--- config.mk ---
export PLATFORM = sky130hd
export DESIGN_NAME = fsc_ctrl
export DESIGN_NICKNAME = d
export VERILOG_FILES = /design/src/rtl/core/fsc_pkg.sv /design/src/rtl/core/fsc_ctrl.sv
export SDC_FILE = /design/constraint.sdc
export NUM_CORES = 1
export LEC_CHECK = 0
export BUFFER_PORTS_ARGS = -buffer_cell sky130_fd_sc_hd__buf_4
export CORE_MARGIN = 2
export CORE_UTILIZATION = 45
export CTS_BUF_LIST = sky130_fd_sc_hd__clkbuf_4 sky130_fd_sc_hd__clkbuf_8
export DETAILED_ROUTE_END_ITERATION = 10
export PLACE_DENSITY_LB_ADDON = 0.3
export SLEW_MARGIN = 10
export SYNTH_ARGS = -nofsm -noshare
export SYNTH_HDL_FRONTEND = slang
export SYNTH_SLANG_ARGS = --single-unit
--- constraint.sdc ---
create_clock -name clk -period 3.3 [get_ports clk]
set_input_delay 0.165 -clock clk [delete_from_list [all_inputs] [get_ports clk]]
set_output_delay 0.165 -clock clk [all_outputs]
set_load 0.05 [all_outputs]
--- src/rtl/core/fsc_pkg.sv ---
// ----------------------------------------------------------------------------
// fsc_pkg: shared types and constants for the frustum sphere cull block
// Field widths, default fraction width, and the control/status bundles that
// pass between the controller and the datapath.
// ----------------------------------------------------------------------------
package fsc_pkg;

  localparam int FRAC_BITS_DEF = 16;

  localparam int ELEM_W   = 32;
  localparam int COORD_W  = 32;
  localparam int RADIUS_W = 31;
  localparam int IDX_W    = 2;
  localparam int PLANE_W  = 3;

  localparam int NUM_PLANES = 6;
  localparam int SQRT_STEPS = 32;

  localparam logic OP_WRITE = 1'b0;
  localparam logic OP_TEST  = 1'b1;

  localparam logic [PLANE_W-1:0] LAST_PLANE = 3'd5;
  localparam logic [PLANE_W-1:0] ALL_PASSED = 3'd6;

  // one input item
  typedef struct packed {
    logic                       operation;
    logic [IDX_W-1:0]           row_index;
    logic [IDX_W-1:0]           col_index;
    logic signed [ELEM_W-1:0]   element_value;
    logic signed [COORD_W-1:0]  center_x;
    logic signed [COORD_W-1:0]  center_y;
    logic signed [COORD_W-1:0]  center_z;
    logic [RADIUS_W-1:0]        sphere_radius;
  } fsc_item_t;

  // controller to datapath
  typedef struct packed {
    logic               mat_wr;
    logic               latch_test;
    logic               ld_r3;
    logic               ld_p;
    logic               mul_sq;
    logic               mul_dot;
    logic               acc_clr;
    logic               acc_add;
    logic               sqrt_init;
    logic               sqrt_step;
    logic               plane_zero;
    logic               div_init;
    logic               div_step;
    logic               plane_wr;
    logic [PLANE_W-1:0] plane;
    logic [IDX_W-1:0]   comp;
  } fsc_cmd_t;

  // datapath to controller
  typedef struct packed {
    logic len_zero;
    logic cull;
    logic keep;
  } fsc_stat_t;

endpackage

--- src/rtl/core/fsc_ctrl.sv ---
// ----------------------------------------------------------------------------
// fsc_ctrl: sequencer of the frustum sphere cull block
// Takes items, rebuilds the planes after matrix writes, walks the planes for
// a test and holds the result register.
// ----------------------------------------------------------------------------
module fsc_ctrl #(
  parameter int FRAC_BITS = fsc_pkg::FRAC_BITS_DEF
) (
  input  logic                         clk,
  input  logic                         rst,
  input  logic                         in_valid,
  output logic                         in_ready,
  input  logic                         in_op,
  output logic                         out_valid,
  input  logic                         out_ready,
  output logic                         out_visible,
  output logic [fsc_pkg::PLANE_W-1:0]  out_plane,
  output fsc_pkg::fsc_cmd_t            cmd,
  input  fsc_pkg::fsc_stat_t           stat
);
  import fsc_pkg::*;

  localparam int NW    = 34 + FRAC_BITS;
  localparam int CNT_W = $clog2(NW);

  localparam logic [3:0] S_IDLE = 4'd0;
  localparam logic [3:0] S_RD3  = 4'd1;
  localparam logic [3:0] S_RDK  = 4'd2;
  localparam logic [3:0] S_SQ   = 4'd3;
  localparam logic [3:0] S_SQRT = 4'd4;
  localparam logic [3:0] S_CHK  = 4'd5;
  localparam logic [3:0] S_DIVI = 4'd6;
  localparam logic [3:0] S_DIV  = 4'd7;
  localparam logic [3:0] S_DIVW = 4'd8;
  localparam logic [3:0] S_MAC  = 4'd9;
  localparam logic [3:0] S_CMP  = 4'd10;
  localparam logic [3:0] S_OUT  = 4'd11;

  logic [3:0]         state;
  logic [PLANE_W-1:0] plane;
  logic [IDX_W-1:0]   comp;
  logic [CNT_W-1:0]   cnt;
  logic               stale;
  logic               res_vis;
  logic [PLANE_W-1:0] res_plane;
  logic               out_free;

  assign in_ready = (state == S_IDLE);
  assign out_free = !out_valid || out_ready;

  always_comb begin
    cmd            = '0;
    cmd.plane      = plane;
    cmd.comp       = comp;
    cmd.mat_wr     = in_valid && in_ready && (in_op == OP_WRITE);
    cmd.latch_test = in_valid && in_ready && (in_op == OP_TEST);
    case (state)
      S_RD3:  cmd.ld_r3 = 1'b1;
      S_RDK:  cmd.ld_p  = 1'b1;
      S_SQ: begin
        cmd.comp    = cnt[IDX_W-1:0];
        cmd.mul_sq  = (cnt != CNT_W'(3));
        cmd.acc_clr = (cnt == '0);
        cmd.acc_add = (cnt != '0);
      end
      S_SQRT: begin
        cmd.sqrt_init = (cnt == '0);
        cmd.sqrt_step = (cnt != '0);
      end
      S_CHK:  cmd.plane_zero = stat.len_zero;
      S_DIVI: cmd.div_init   = 1'b1;
      S_DIV:  cmd.div_step   = 1'b1;
      S_DIVW: cmd.plane_wr   = 1'b1;
      S_MAC: begin
        cmd.comp    = cnt[IDX_W-1:0];
        cmd.mul_dot = (cnt != CNT_W'(4));
        cmd.acc_clr = (cnt == '0);
        cmd.acc_add = (cnt != '0);
      end
      default: ;
    endcase
  end

  always_ff @(posedge clk) begin
    if (rst) begin
      state     <= S_IDLE;
      plane     <= '0;
      comp      <= '0;
      cnt       <= '0;
      stale     <= 1'b1;   // planes of the reset matrix are built at the first test
      out_valid <= 1'b0;
    end else begin
      if (state == S_OUT && out_free) begin
        out_valid <= 1'b1;
      end else if (out_ready) begin
        out_valid <= 1'b0;
      end
      case (state)
        S_IDLE: begin
          if (in_valid) begin
            if (in_op == OP_WRITE) begin
              stale <= 1'b1;
            end else begin
              plane <= '0;
              comp  <= '0;
              cnt   <= '0;
              state <= stale ? S_RD3 : S_MAC;
            end
          end
        end
        S_RD3: state <= S_RDK;
        S_RDK: begin
          if (comp == 2'd3) begin
            comp  <= '0;
            cnt   <= '0;
            state <= S_SQ;
          end else begin
            comp  <= comp + 2'd1;
            state <= S_RD3;
          end
        end
        S_SQ: begin
          if (cnt == CNT_W'(3)) begin
            cnt   <= '0;
            state <= S_SQRT;
          end else begin
            cnt <= cnt + 1'b1;
          end
        end
        S_SQRT: begin
          cnt <= cnt + 1'b1;
          if (cnt == CNT_W'(SQRT_STEPS)) begin
            state <= S_CHK;
          end
        end
        S_CHK: begin
          comp <= '0;
          if (!stat.len_zero) begin
            state <= S_DIVI;
          end else if (plane == LAST_PLANE) begin
            stale <= 1'b0;
            plane <= '0;
            cnt   <= '0;
            state <= S_MAC;
          end else begin
            plane <= plane + 1'b1;
            state <= S_RD3;
          end
        end
        S_DIVI: begin
          cnt   <= '0;
          state <= S_DIV;
        end
        S_DIV: begin
          cnt <= cnt + 1'b1;
          if (cnt == CNT_W'(NW - 1)) begin
            state <= S_DIVW;
          end
        end
        S_DIVW: begin
          if (comp != 2'd3) begin
            comp  <= comp + 2'd1;
            state <= S_DIVI;
          end else if (plane == LAST_PLANE) begin
            comp  <= '0;
            stale <= 1'b0;
            plane <= '0;
            cnt   <= '0;
            state <= S_MAC;
          end else begin
            comp  <= '0;
            plane <= plane + 1'b1;
            state <= S_RD3;
          end
        end
        S_MAC: begin
          cnt <= cnt + 1'b1;
          if (cnt == CNT_W'(4)) begin
            state <= S_CMP;
          end
        end
        S_CMP: begin
          cnt <= '0;
          if (stat.cull) begin
            res_vis   <= 1'b0;
            res_plane <= plane;
            state     <= S_OUT;
          end else if (stat.keep) begin
            res_vis   <= 1'b1;
            res_plane <= plane;
            state     <= S_OUT;
          end else if (plane == LAST_PLANE) begin
            res_vis   <= 1'b1;
            res_plane <= ALL_PASSED;
            state     <= S_OUT;
          end else begin
            plane <= plane + 1'b1;
            state <= S_MAC;
          end
        end
        S_OUT: begin
          if (out_free) begin
            state <= S_IDLE;
          end
        end
        default: state <= S_IDLE;
      endcase
    end
  end

  // result payload: load as the result register takes it
  always_ff @(posedge clk) begin
    if (state == S_OUT && out_free) begin
      out_visible <= res_vis;
      out_plane   <= res_plane;
    end
  end

  a_out_loaded: assert property (@(posedge clk) disable iff (rst)
    (state == S_OUT && out_free) |=> (out_valid && state == S_IDLE))
    else $error("result not loaded on leaving output state");

  a_stale_clear: assert property (@(posedge clk) disable iff (rst)
    $fell(stale) |-> (state == S_MAC && plane == '0 && cnt == '0))
    else $error("planes marked fresh outside end of rebuild");

  a_plane_range: assert property (@(posedge clk) disable iff (rst)
    plane <= LAST_PLANE)
    else $error("plane index out of range");

  a_out_plane: assert property (@(posedge clk) disable iff (rst)
    out_valid |-> (out_plane <= ALL_PASSED && (out_visible || out_plane != ALL_PASSED)))
    else $error("bad result code");

endmodule
==> flow_metrics.env <==
export IMPL_antenna_found_initial=0
export IMPL_cts_resized=0
export IMPL_crit_buf_inv=2
export IMPL_wirelength_um=4130
export IMPL_placed_cell_area_sq_um=2020
export IMPL_grt_util_all_layers_pct=20.0
export IMPL_slew_violations=0
export IMPL_vdd_drop_max_mv=0.607
export IMPL_htreeDepth=1
export IMPL_die_area_sq_um=4480
export IMPL_synth_top_cell_area_share_pct=19.1
export IMPL_cts_buffers=3
export IMPL_n_antenna_cell=0
export IMPL_synth_area_top_cells="dfxtp_1 (19%), edfxtp_1 (13%), nor2_1 (5.1%), ha_1 (4.2%), nor2b_1 (4.2%)"
export IMPL_avgRoutedWirePerCell_um=14.7
export IMPL_clk_latency_ns=0.28
export IMPL_setup_viol=0
export IMPL_fin_setup_tns_ns=0
export IMPL_grt_pass1_vias=1374
export IMPL_dp_hpwl_um=3070
export IMPL_ios=33
export IMPL_fmax_mhz=402
export IMPL_r2r_start="state[3]"
export IMPL_hp_start="stat[1]"
export IMPL_worstPathArrival_ns=2.32
export IMPL_io_buffers=32
export IMPL_synth_fp_nets=224
export IMPL_swShare_pct=50.3
export IMPL_syn_cell_area_sq_um=1780
export IMPL_synth_async_reset_ratio_pct=0
export IMPL_vias=1606
export IMPL_synth_edf_count=8
export IMPL_yosys_cell_types_count=61
export IMPL_clk_pin_slew_ns=0.09
export IMPL_fin_skew_ns=0.00349
export IMPL_timing_hold_ws_ns=0.152
export IMPL_power_frac_seq_pct=29.7
export IMPL_core_sq_um=3740
export IMPL_required_ns=3.13
export IMPL_synth_simple_gate_area_share_pct=31.6
export IMPL_cts_tree="built"
export IMPL_pwr_share_clk_pct=11.7
export IMPL_cpMostUsedCell="buf_4"
export IMPL_cp_startpoint="state[1]"
export IMPL_synthFlopType="dfxtp_1"
export IMPL_grt_overflow=0
export IMPL_worstMarginPinSlew_ns=0.895
export IMPL_worst_path_max_delay_cell="dfxtp_1"
export IMPL_die_w_um=66.9
export IMPL_root_buffer="clkbuf_8"
export IMPL_status="finished clean"
export IMPL_leakagePower_nw=0.847
export IMPL_crit_chain="buf_4 -> and4bb_2 -> a21oi_1 -> nand2_1 -> o21ai_0 -> buf_4"
export IMPL_hp_class="input port to flop"
export IMPL_max_cap_violations=0
export IMPL_netlist_top_cells_count="nor2_1 (24), dfxtp_1 (17), nand2_1 (15)"
export IMPL_crit_type="flop to primary output"
export IMPL_end_kind="primary output"
export IMPL_synthesis_instances=210
export IMPL_finalNetCount=248
export IMPL_drc=0
export IMPL_gp_routability_congestion=0.841
export IMPL_fin_total_pwr_mw=1.64
export IMPL_yosysMostFrequentCell="nor2_1"
export IMPL_clock_sinks=25
export IMPL_utilization_pct=55.2
export IMPL_ctsHoldBuffers=0
export IMPL_startpoint_type="flop"
export IMPL_area_growth_pct=15.9
export IMPL_slowest_delay_ns=0.66
export IMPL_cts_buffer_depth=2
export IMPL_synth_compound_area_share_pct=22.9
export IMPL_combPwrFrac_pct=58.6
export IMPL_seq_area_frac_synth_pct=32.6
export IMPL_synthXorXnorAreaFrac_pct=1.47
export IMPL_p_int_mw=0.815
export IMPL_grt_first_pass_wirelength_um=6680
export IMPL_drive_gt1_share_pct=21.0
export IMPL_die_height_um=66.9
export IMPL_synth_top_family_by_area="simple AND/OR/NAND/NOR gates"
export IMPL_cts_setup_buffers=0
export IMPL_synthAdderAreaFrac_pct=4.21
export IMPL_synth_mux_area_share_pct=1.69
export IMPL_p_sw_mw=0.825
export IMPL_design_area_sq_um=2070
export IMPL_grt_max_degree=29
export IMPL_ys_seq_elements=25
export IMPL_finalCritPeriodShare_pct=75.4
export IMPL_critPathMaxFanout=15
export IMPL_initial_core_util_pct=47.6
export IMPL_power_density_nw_per_um2=794
export IMPL_synth_area_per_cell_sq_um=8.48
export IMPL_rsz0062_at_grt="false"
export IMPL_hold_viol_final=0
export IMPL_crit_family="flip-flops"
export IMPL_min_period_ns=2.49
export IMPL_synth_top_area_cell="dfxtp_1"
export IMPL_rows=22
export IMPL_drt_first_iter_violations=77
export IMPL_slew_headroom_pct=40.2
export IMPL_drt_first_pass_iters=4
export IMPL_vias_per_cell=5.72
export IMPL_antenna_left=0
export IMPL_yosysWarnings=0
-- logic make-up (layout without fill, tap and decap cells) --
kind of cell	after synthesis	count (layout)
AOI/OAI and AO/OA	57	57
xor gates and xnor gates	3	3
adders and majority gates	6	6
and+or+nand+nor	95	95
DFF	25	25
buffers and inverters	21	44
muxes	3	3
-- layout by cell type (no fill, tap or decap), types with 2 or more instances in the layout --
master and instances:
a2111o_1 2, a211o_1 3, a211oi_1 2, a21o_1 2, a21oi_1 13, a221o_1 2, a311oi_1 2, and3_1 3
buf_4 33, clkbuf_8 3, dfxtp_1 17, edfxtp_1 8, ha_1 6, inv_1 7, mux2i_1 3, nand2_1 15
nand2b_1 8, nand3_1 3, nand3b_1 2, nor2_1 24, nor2b_1 12, nor3_1 4, nor3b_1 5, nor4_1 3
nor4b_1 2, o21ai_0 8, o21ai_1 4, o22a_1 3, o22ai_1 2, o31ai_1 2, xor2_1 2
-- registers in the layout (all words and copies together), names as in the netlist --
register / flops
res_plane: 3
stale: 1
comp: 2
out_visible: 1
out_plane: 3
state: 4
plane: 3
out_valid: 1
res_vis: 1
cnt: 6
-- power groups by stage --
stage | Sequential (mW) | Combinational (mW) | Clock, mW
3_3_place_gp | 0.485 | 0.951 | 0
5_1_grt | 0.499 | 1.04 | 0.212
6_report | 0.487 | 0.961 | 0.192
3_5_place_dp | 0.490 | 0.954 | 0
2_1_floorplan | 0.389 | 0.864 | 0
4_1_cts | 0.484 | 0.962 | 0.199
-- stage by stage --
stage               worst slack [ns]  cells
floorplan                      0.583    210
global placement                1.01    277
detailed placement             0.928    277
CTS                            0.839    281
global route                   0.641    281
finish                         0.813    281
-- worst paths after layout --
path	to	slack (ns)	cells past startpoint
setup / recovery	cmd[1]	0.81	6
hold / removal	res_vis	0.15	2
setup reg to reg	cnt[2]	0.92	5
hold reg to reg	out_plane[0]	0.44	0
-- worst register-to-register path, stage by stage (launching register included) --
cell	delay (ns)
dfxtp_1	0.89
nand3b_2	0.34
a221o_1	0.30
nand4_2	0.17
and2b_2	0.26
a221o_1	0.34
-- layout make-up --
class,instances,area [sq um]
Multi-Input combinational cell,164,1100
Tap cell,48,60.1
Clock buffer,3,41.3
Timing Repair Buffer,33,248
Sequential cell,25,581
Fill cell,370,1680
Inverter,7,26.3
Clock inverter,1,7.51
-- per-layer routing --
layer | share of wire, % | track usage [%] | up-vias
li1 | - | - | 814
met1 | 50 | 29.6 | 746
met2 | 45 | 29.9 | 41
met3 | 4.3 | 2.53 | 5
met4 | 1.2 | 6.12 | 0
met5 | 0 | 0 | -
Power figures use the tool's default switching activity.
